**src/design/i2c_master_bit_sequencer_core_assert.svh**
```systemverilog
// Assertion macros shared by the sequencer RTL.
`ifndef I2C_MASTER_BIT_SEQUENCER_CORE_ASSERT_SVH
`define I2C_MASTER_BIT_SEQUENCER_CORE_ASSERT_SVH

// Same-cycle implication, checked outside reset.
`define I2CSEQ_ASSERT_NOW(label, clk, rst_n, ante, cons) \
    label: assert property (@(posedge clk) disable iff (!(rst_n)) (ante) |-> (cons)) \
        else $error("i2cseq: same-cycle check failed");

// Next-cycle implication, checked outside reset.
`define I2CSEQ_ASSERT_NEXT(label, clk, rst_n, ante, cons) \
    label: assert property (@(posedge clk) disable iff (!(rst_n)) (ante) |=> (cons)) \
        else $error("i2cseq: next-cycle check failed");

`endif

```
**src/design/i2cseq_pkg.sv**
```systemverilog
package i2cseq_pkg;

    // Bus operation codes
    typedef enum logic [2:0] {
        MODE_START   = 3'd0,
        MODE_STOP    = 3'd1,
        MODE_TX_BYTE = 3'd2,
        MODE_RX_BYTE = 3'd3,
        MODE_TX_ACK  = 3'd4,
        MODE_RX_ACK  = 3'd5
    } t_mode;

    localparam int unsigned IN_USER_W  = 3;
    localparam int unsigned IN_DATA_W  = 24;
    localparam int unsigned OUT_USER_W = 1;
    localparam int unsigned OUT_DATA_W = 16;
    localparam logic [2:0]  LAST_BIT   = 3'd7;

    // One accepted operation
    typedef struct packed {
        t_mode      mode;
        logic [7:0] tx_byte;
        logic       ack_to_send;
        logic [7:0] sda_levels;
    } t_cmd;

    // Position inside the current operation
    typedef struct packed {
        logic [2:0] bit_idx;
        logic [1:0] phase;
    } t_pos;

    // One line write plus the position that follows it
    typedef struct packed {
        logic       scl_level;
        logic       sda_level;
        logic       samples_sda;
        logic [7:0] rx_value;
        logic       last;
        t_pos       nxt_pos;
    } t_step;

endpackage

```
**src/design/i2cseq_step.sv**
```systemverilog
module i2cseq_step
    import i2cseq_pkg::*;
(
    input  t_cmd i_cmd,
    input  t_pos i_pos,
    input  logic i_scl,
    input  logic i_sda,
    output t_step o_step
);

    always_comb begin
        o_step             = '0;
        o_step.scl_level   = i_scl;
        o_step.sda_level   = i_sda;
        o_step.nxt_pos     = i_pos;
        o_step.nxt_pos.phase = i_pos.phase + 2'd1;

        unique case (i_cmd.mode)
            MODE_START: begin
                case (i_pos.phase)
                    2'd0: o_step.sda_level = 1'b1;
                    2'd1: o_step.scl_level = 1'b1;
                    2'd2: o_step.sda_level = 1'b0;
                    default: begin
                        o_step.scl_level = 1'b0;
                        o_step.last      = 1'b1;
                    end
                endcase
            end
            MODE_STOP: begin
                case (i_pos.phase)
                    2'd0: o_step.sda_level = 1'b0;
                    2'd1: o_step.scl_level = 1'b1;
                    default: begin
                        o_step.sda_level = 1'b1;
                        o_step.last      = 1'b1;
                    end
                endcase
            end
            MODE_TX_BYTE: begin
                case (i_pos.phase)
                    2'd0: o_step.sda_level = i_cmd.tx_byte[~i_pos.bit_idx];
                    2'd1: o_step.scl_level = 1'b1;
                    default: begin
                        // drop SCL, advance to the next bit
                        o_step.scl_level       = 1'b0;
                        o_step.last            = (i_pos.bit_idx == LAST_BIT);
                        o_step.nxt_pos.phase   = 2'd0;
                        o_step.nxt_pos.bit_idx = i_pos.bit_idx + 3'd1;
                    end
                endcase
            end
            MODE_RX_BYTE: begin
                case (i_pos.phase)
                    2'd0: o_step.sda_level = 1'b1;
                    2'd1: begin
                        o_step.scl_level   = 1'b1;
                        o_step.samples_sda = 1'b1;
                    end
                    default: begin
                        // SDA stays released, so the next bit starts at the SCL rise
                        o_step.scl_level       = 1'b0;
                        o_step.nxt_pos.phase   = 2'd1;
                        o_step.nxt_pos.bit_idx = i_pos.bit_idx + 3'd1;
                        if (i_pos.bit_idx == LAST_BIT) begin
                            o_step.last     = 1'b1;
                            o_step.rx_value = i_cmd.sda_levels;
                        end
                    end
                endcase
            end
            MODE_TX_ACK: begin
                case (i_pos.phase)
                    2'd0: o_step.sda_level = i_cmd.ack_to_send;
                    2'd1: o_step.scl_level = 1'b1;
                    default: begin
                        o_step.scl_level = 1'b0;
                        o_step.last      = 1'b1;
                    end
                endcase
            end
            MODE_RX_ACK: begin
                case (i_pos.phase)
                    2'd0: o_step.sda_level = 1'b1;
                    2'd1: begin
                        o_step.scl_level   = 1'b1;
                        o_step.samples_sda = 1'b1;
                    end
                    default: begin
                        o_step.scl_level = 1'b0;
                        o_step.last      = 1'b1;
                        o_step.rx_value  = {7'd0, i_cmd.sda_levels[0]};
                    end
                endcase
            end
            default: o_step.last = 1'b1;
        endcase
    end

endmodule

```
**src/design/i2c_master_bit_sequencer_core.sv**
```systemverilog
// The first line write of an item passes the command register and then the result register before it shows on m_axis.
// One line write per cycle while m_axis_tready is high; an item has 3 to 24 line writes.
// The next item is taken in the cycle of the current item's last write; unused codes are dropped with no writes.
// Reset (i_rst_n low, synchronous): idle, output empty, SCL and SDA drive released.
`include "i2c_master_bit_sequencer_core_assert.svh"

module i2c_master_bit_sequencer_core
    import i2cseq_pkg::*;
(
    input  logic                  i_clk,
    input  logic                  i_rst_n,
    // Operation items in
    input  logic                  s_axis_tvalid,
    output logic                  s_axis_tready,
    // [2:0] mode
    input  logic [IN_USER_W-1:0]  s_axis_tuser,
    // [7:0] tx_byte, [8] ack_to_send, [16:9] sda_levels, [23:17] zero
    input  logic [IN_DATA_W-1:0]  s_axis_tdata,
    // Line write items out
    output logic                  m_axis_tvalid,
    input  logic                  m_axis_tready,
    // [0] scl_level, [1] sda_level, [9:2] rx_value, [15:10] zero
    output logic [OUT_DATA_W-1:0] m_axis_tdata,
    // [0] samples_sda
    output logic [OUT_USER_W-1:0] m_axis_tuser,
    output logic                  m_axis_tlast
);

    // Command register: the operation currently being expanded
    logic        r_busy, n_busy;
    t_cmd        r_cmd,  n_cmd;
    t_pos        r_pos,  n_pos;

    // Current line drive levels
    logic        r_scl, n_scl;
    logic        r_sda, n_sda;

    // Result register
    logic        r_ovalid, n_ovalid;
    t_step       r_out,    n_out;

    t_step       w_step;
    logic        w_out_free;
    logic        w_step_fire;
    logic        w_in_accept;
    logic [2:0]  w_in_mode;
    logic        w_mode_ok;

    i2cseq_step u_step (
        .i_cmd  (r_cmd),
        .i_pos  (r_pos),
        .i_scl  (r_scl),
        .i_sda  (r_sda),
        .o_step (w_step)
    );

    // Result register is free when empty or being drained this cycle
    assign w_out_free  = !r_ovalid || m_axis_tready;
    assign w_step_fire = r_busy && w_out_free;

    // Take a new item when idle, or while the current one emits its final write
    assign s_axis_tready = !r_busy || (w_step_fire && w_step.last);
    assign w_in_accept   = s_axis_tvalid && s_axis_tready;

    assign w_in_mode = s_axis_tuser;
    assign w_mode_ok = (w_in_mode == MODE_START)   || (w_in_mode == MODE_STOP)   ||
                       (w_in_mode == MODE_TX_BYTE) || (w_in_mode == MODE_RX_BYTE) ||
                       (w_in_mode == MODE_TX_ACK)  || (w_in_mode == MODE_RX_ACK);

    always_comb begin
        n_busy   = r_busy;
        n_cmd    = r_cmd;
        n_pos    = r_pos;
        n_scl    = r_scl;
        n_sda    = r_sda;
        n_ovalid = r_ovalid;
        n_out    = r_out;

        // Drain the result register
        if (m_axis_tready) begin
            n_ovalid = 1'b0;
        end

        // Emit one line write and advance through the operation
        if (w_step_fire) begin
            n_ovalid = 1'b1;
            n_out    = w_step;
            n_scl    = w_step.scl_level;
            n_sda    = w_step.sda_level;
            n_pos    = w_step.nxt_pos;
            if (w_step.last) begin
                n_busy = 1'b0;
            end
        end

        // Load a new operation; unused codes are dropped with no writes
        if (w_in_accept) begin
            n_busy             = w_mode_ok;
            n_cmd.mode         = t_mode'(w_in_mode);
            n_cmd.tx_byte      = s_axis_tdata[7:0];
            n_cmd.ack_to_send  = s_axis_tdata[8];
            n_cmd.sda_levels   = s_axis_tdata[16:9];
            n_pos              = '0;
        end
    end

    always_ff @(posedge i_clk) begin
        if (!i_rst_n) begin
            r_busy   <= 1'b0;
            r_pos    <= '0;
            r_scl    <= 1'b1;
            r_sda    <= 1'b1;
            r_ovalid <= 1'b0;
        end else begin
            r_busy   <= n_busy;
            r_pos    <= n_pos;
            r_scl    <= n_scl;
            r_sda    <= n_sda;
            r_ovalid <= n_ovalid;
        end
    end

    // Payload registers hold without reset
    always_ff @(posedge i_clk) begin
        r_cmd <= n_cmd;
        r_out <= n_out;
    end

    assign m_axis_tvalid = r_ovalid;
    assign m_axis_tlast  = r_out.last;
    assign m_axis_tuser  = r_out.samples_sda;
    assign m_axis_tdata  = {6'd0, r_out.rx_value, r_out.sda_level, r_out.scl_level};

    // SDA is only ever sampled while SCL is released
    `I2CSEQ_ASSERT_NOW(a_sample_scl_high, i_clk, i_rst_n,
        r_ovalid && r_out.samples_sda, r_out.scl_level)

    // Received data shows only on the final write of an operation
    `I2CSEQ_ASSERT_NOW(a_rx_only_last, i_clk, i_rst_n,
        r_ovalid && !r_out.last, r_out.rx_value == 8'd0)

    // A valid operation code always starts an expansion
    `I2CSEQ_ASSERT_NEXT(a_accept_busy, i_clk, i_rst_n,
        w_in_accept && w_mode_ok, r_busy && (r_pos == '0))

    // Only start reaches its fourth phase
    `I2CSEQ_ASSERT_NOW(a_phase_range, i_clk, i_rst_n,
        r_busy && (r_pos.phase == 2'd3), r_cmd.mode == MODE_START)

endmodule
```
**config.mk**
```make
export PLATFORM = sky130hd
export DESIGN_NAME = i2c_master_bit_sequencer_core
export DESIGN_NICKNAME = d
export VERILOG_FILES = /design/src/design/i2cseq_pkg.sv /design/src/design/i2cseq_step.sv /design/src/design/i2c_master_bit_sequencer_core.sv
export VERILOG_INCLUDE_DIRS = /design/src /design/src/design
export SDC_FILE = /design/constraint.sdc
export NUM_CORES = 1
export LEC_CHECK = 0
export BUFFER_PORTS_ARGS = -buffer_cell sky130_fd_sc_hd__buf_2
export CORE_MARGIN = 2
export CORE_UTILIZATION = 25
export CTS_BUF_LIST = sky130_fd_sc_hd__clkbuf_2 sky130_fd_sc_hd__clkbuf_4 sky130_fd_sc_hd__clkbuf_8
export CTS_CLUSTER_DIAMETER = 40
export CTS_CLUSTER_SIZE = 40
export DETAILED_ROUTE_END_ITERATION = 6
export GPL_ROUTABILITY_DRIVEN = 0
export SETUP_SLACK_MARGIN = 0.2
export SYNTH_ARGS = -nofsm -noshare
export SYNTH_HDL_FRONTEND = slang
export SYNTH_SLANG_ARGS = --single-unit
```
**constraint.sdc**
```tcl
create_clock -name i_clk -period 2.5 [get_ports i_clk]
set_clock_uncertainty 0.05 [all_clocks]
set_input_delay 0.5 -clock i_clk [delete_from_list [all_inputs] [get_ports i_clk]]
set_output_delay 0.5 -clock i_clk [all_outputs]
set_load 0.1 [all_outputs]
```
# Word-level counts from Yosys, hierarchy flattened

Cells that the tools add are included.

Order comparisons: 1
Add/subtract/negate cells: 2
Bitwise gates (word level): 2
Equality and inequality tests: 15
Reduce and logical (&&, ||, !) cells: 27
Mux-type cells: 26

Operator list:

| kind                                                        | number |
|---|---|
| one-hot mux 9 bit (2 select lines)                          | 1 |
| == test 3 bit (second input constant)                       | 5 |
| two-way mux 14 bit                                          | 1 |
| two-way mux 1 bit                                           | 13 |
| == test 3 x 2 -> 1 bit (second input constant)              | 4 |
| one-hot mux 2 bit (5 select lines)                          | 1 |
| one-hot mux 5 bit (2 select lines)                          | 1 |
| OR reduction 2 bit                                          | 5 |
| two-way mux 9 bit                                           | 1 |
| one-hot mux 1 bit (2 select lines)                          | 4 |
| nonzero test 2 bit                                          | 4 |
| logical OR 1 bit                                            | 7 |
| == test 3 x 1 -> 1 bit (second input constant)              | 2 |
| zero test 3 bit                                             | 2 |
| two-way mux 6 bit                                           | 1 |
| one-hot mux 1 bit (5 select lines)                          | 1 |
| less-than comparator 3 x 4 -> 1 bit (second input constant) | 1 |
| != test 2 bit (second input constant)                       | 2 |
| AND reduction 4 bit                                         | 1 |
| adder 3 x 1 -> 3 bit (second input constant)                | 1 |
| binary-select mux 1 bit (select 3 bit)                      | 1 |
| logical AND 1 bit                                           | 3 |
| NOT 3 bit                                                   | 1 |
| OR reduction 3 bit                                          | 1 |
| 8 further kinds                                             | 9 |

Input bits: 31
Flip-flop bits (word level): 41
Logic and storage cells: 88

# Depth between registers and ports, before layout

Word-level depth: 9
Depth in mapped cells: 8

# Modules after synthesis

Synthesis repeated with hierarchy kept, for this count alone.

Cells, all modules: 166
Area total of the unflattened synthesis: 2075.7 µm²

Modules (own cells, without submodules):

| module                        | cells each | sequential area each (µm²) | area each (µm²) | times used |
|---|---|---|---|---|
| i2c_master_bit_sequencer_core | 85         | 1141.1                     | 1430.1          | 1 |
| i2cseq_step                   | 81         | 0.0                        | 645.6           | 1 |

# Worst setup path before layout

No wires, ideal clock.

Kind: reg-to-output
Start: register r_pos[0] in the netlist's numbering
End: output port s_axis_tready
Setup slack: -31 ps
Cell stages (with the launch flop): 9
Arrival: 1981 ps
Path through: dfxtp_1 > inv_1 > ha_1 > buf_2 > nor2_1 > o21ai_1 > a31oi_1 > nor2_1 > inv_1

Cells in the longest elaborated chain, start to end: 6
Elaborated cells on any way between the ends: 13

Ends and longest elaborated chain:

| element                                                                   | RTL line                             | RTL |
|---|---|---|
| start, declared                                                           | i2c_master_bit_sequencer_core.sv:32  | `t_pos r_pos, n_pos;` |
| start signal, assigned                                                    | i2c_master_bit_sequencer_core.sv:116 | `r_pos <= n_pos;` |
| == test 2 bit, or another cell as far along                               | i2cseq_step.sv:20                    | `case (i_pos.phase)` |
| OR reduction 3 bit (no source line) or OR reduction 2 bit (tied branches) | --                                   |  |
| two-way mux 1 bit, or another cell as far along                           | i2cseq_step.sv:20                    |  |
| one-hot mux 1 bit (5 select lines) (*)                                    | i2cseq_step.sv:18                    | `unique case (i_cmd.mode)` |
| logical AND 1 bit (*)                                                     | i2c_master_bit_sequencer_core.sv:62  | `assign s_axis_tready = !r_busy \|\| (w_step_fire && w_step.last);` |
| logical OR 1 bit (*)                                                      | i2c_master_bit_sequencer_core.sv:62  |  |
| end, declared                                                             | i2c_master_bit_sequencer_core.sv:14  | `output logic s_axis_tready,` |

Mark *: on every way between the ends. The rest lies on a longest branch, timed or not. The select of a mux whose other input is x is not followed.

# Worst setup path in the final report

Start: register r_pos[3] in the netlist's numbering
End: output port s_axis_tready

Cells in the longest elaborated chain, start to end: 6
Elaborated cells on any way between the ends: 7

Ends and longest elaborated chain:

| element                                | RTL line                             | RTL |
|---|---|---|
| == test 3 bit (*)                      | i2cseq_step.sv:47, i2cseq_step.sv:65 |  |
| two-way mux 9 bit                      | i2cseq_step.sv:65                    | `if (i_pos.bit_idx == LAST_BIT) begin` |
| two-way mux 14 bit                     | i2cseq_step.sv:54                    | `case (i_pos.phase)` |
| one-hot mux 1 bit (5 select lines) (*) | i2cseq_step.sv:18                    |  |
| logical AND 1 bit (*)                  | i2c_master_bit_sequencer_core.sv:62  |  |
| logical OR 1 bit (*)                   | i2c_master_bit_sequencer_core.sv:62  |  |

Marks and branches as above.

==> results by group <==
Routing
  – WL per Instance: 12.0 microns
  – Antenna viol nets, final: 0
  – DRT met1 WL: about 1900 microns
  – Max layer used: met4
  – First-pass DRT Iterations: 4
  – DR vias: roughly 1400
  – DRT Wirelength: 3840 microns
  – DRT iter0 DRCs: roughly 130
  – Vias per cell: 4.22
  – Met3 WL post-DR: 221 microns
  – DRC Markers: 0
  – Met2 WL: 1720 microns

STA
  – Hold_ws: about 0.33 ns
  – Final setup fails: 0
  – Setup TNS Final: 0 ns
  – Achievable Freq: 417 MHz
  – Final Cycle Share: 95.9%
  – Final max-slew violation count: 0
  – RSZ-0062 raised after global routing: true
  – Hold Violations, Final: 0
  – Final Critical Period: 2.40 ns

Min path
  – Tightest Hold Check Type: in2reg

CTS
  – Clock buffer depth: 2
  – Htree depth: 2
  – CTS Root Cell: clkbuf_8
  – Total CTS buffers: 5
  – Clock Sinks: 41
  – TritonCTS clock tree: done
  – Worst-skew pair later-pin latency: 0.29 ns
  – Reg clk slew, reported paths: around 0.07 ns

GRT
  – Total gr overflow: 0
  – Initial antenna violation count: 0
  – First-pass GRT wire length: 6330 microns
  – Vias in the first global route: 1295
  – GRT Overall Usage: 9.50%
  – Largest net degree at the start of global routing: 21

Floorplanning
  – Top Ports: 51
  – Num rows: 32
  – Total core area: 7730 sq um
  – Initial Util: 25.7%
  – Die height: 93.2 microns
  – Die span in x: about 93 microns
  – Die area: roughly 8700 sq um

Synthesis
  – Mapped Area: 1990 sq um
  – Synth Register Bits: 41
  – Number of synthesized flops with an enable pin: 32
  – Mean Syn Cell Area: 12.0 sq um
  – Mapped Cells: 166
  – Sequential area share after synthesis: 57.4%
  – Synth Flop Type: edfxtp_1
  – Area leader, netlist: edfxtp_1
  – Asr flop ratio synth: 0%
  – Unique masters post-synth: 45
  – Ys Warns: 0
  – Count leader, synth: edfxtp_1
  – Largest cells by area after synthesis: edfxtp_1 (48%), dfxtp_1 (9.1%), ha_1 (4.4%), mux2i_1 (4.0%), buf_4 (2.6%)
  – Post-synth top area share: between 40% and 50%
  – Most frequent cells after synthesis: edfxtp_1 (32), nor2_1 (11), inv_1 (10)

Cells and area
  – Nets: around 260
  – Share of cells above drive strength 1: around two fifths
  – Area grow syn2layout: 29.3%
  – # diodes: 0
  – # fillers: 777

Critical path
  – Worst Path Required: 1.95 ns
  – Buf/Inv on CP: 2
  – CP Capture Type: primary output
  – Max FO, Critical Path: 2
  – CP delay by family, top: flip-flops
  – CP most frequent cell: ha_4
  – Crit path arrival time: 1.85 ns
  – Max incr delay on CP: around 0.36 ns
  – Crit start category: flop
  – Crit-path cells: ha_4, ha_4, nor3b_4, o21ai_2, a31oi_4, nor2_4, clkinvlp_4, buf_12
  – Critical path class: reg2out
  – Critical-path top delay cell: dfxtp_4

Power and ir drop
  – Max VDD drop: 254 uV
  – Pwr Total: between 1.5 and 2 mW
  – PD cells: 592 nW/um^2
  – Leak pwr: approximately 1.0 nW

Flow run
  – Max_cap viols: 0

Placed design
  – I/O Buffers: 37
  – DP HPWL: 2780 microns

Run status
  – Status: completed
==> timing repair <==
action | in CTS | in global routing
buffers inserted | 5 | 4
resized for setup | 11 | 3
hold buffers | 0 | 0
endpoints found under the setup margin | 1 | 1
pin swaps | 4 | 2
==> placed cells by master (no fill, tap or decap), types with 5 or more instances in the layout <==
cell type | Yosys | final
edfxtp_1 | 32 | 32
and3_1 | 6 | 6
inv_1 | 10 | 8
mux2i_1 | 8 | 8
clkbuf_8 | 0 | 5
buf_2 | 4 | 36
and2_1 | 7 | 7
buf_4 | 7 | 14
conb_1 | 1 | 6
a21oi_1 | 9 | 9
nor2_1 | 11 | 10
nand2_1 | 8 | 8
==> cell families after synthesis <==
group                    share of synthesized area [%]
other                                            0.189
buffers and inverters                             6.49
AO/OA/AOI/OAI                                     9.63
flip-flops                                        57.4
multiplexers                                      5.73
AND/OR/NAND/NOR                                   16.1
adder cells (fa/ha/maj)                           4.41
==> worst register-to-register path, delay by kind of cell, from the launching register on <==
| family | cells | cell delay [ns] |
|---|---|---|
| simple gates | 1 | 0.22 |
| fa+ha+maj | 1 | 0.20 |
| flops | 1 | 0.37 |
| buf+inv | 3 | 0.35 |
| compound gates | 3 | 0.49 |
==> metal layers <==
| layer | vias to the layer above | track usage [%] |
|---|---|---|
| met5 | - | 0 |
| met4 | 0 | 2.57 |
| met3 | 3 | 2.66 |
| met2 | 42 | 14.4 |
| met1 | 618 | 13.4 |
| li1 | 687 | - |
==> path summary, 6_finish.rpt <==
check                         from  slack [ns]  cells past startpoint                        end
max reg2reg  r_pos[1]$_SDFFE_PP0P_        0.54                      8         r_cmd[2]$_DFFE_PP_
max          r_pos[3]$_SDFFE_PP0P_        0.10                      8              s_axis_tready
min reg2reg     r_cmd[1]$_DFFE_PP_        0.47                      1  m_axis_tdata[3]$_DFFE_PP_
min                s_axis_tdata[0]        0.33                      1         r_cmd[9]$_DFFE_PP_
==> flip-flops by register name, indices dropped and copies added (netlist names) <==
name and count:
m_axis_tdata 10, m_axis_tlast 1, m_axis_tuser 1, m_axis_tvalid 1
r_busy 1, r_cmd 20, r_pos 5, r_scl 1
r_sda 1
==> area by class of cell <==
class	instances	area (sq um)	share of cell area [%]
clock buffers	5	68.8	2.68
clock inverters	3	17.5	0.682
inverters	11	45.0	1.75
multi-input cells	106	827	32.2
flip-flops and latches	41	1160	45.1
well taps	102	128	4.97
repair buffers	52	325	12.7
==> power by group <==
| group | internal, mW | switching, mW | total, mW |
|---|---|---|---|
| Clock | 0.192 | 0.222 | 0.414 |
| Combinational | 0.0869 | 0.226 | 0.313 |
| Sequential | 0.775 | 0.0188 | 0.794 |
==> through the flow <==
stage          util, %  worst slack [ns]  cell area [sq um]  cells
2_1_floorplan        -             0.214               2060    171
3_3_place_gp      30.5             0.158               2350    303
3_5_place_dp      30.5             0.143               2350    303
4_1_cts           32.6            0.0583               2520    316
5_1_grt           33.2            0.0114               2570    320
6_report          33.2             0.102               2570    320
Note: power is estimated with default switching activity, not from simulation.
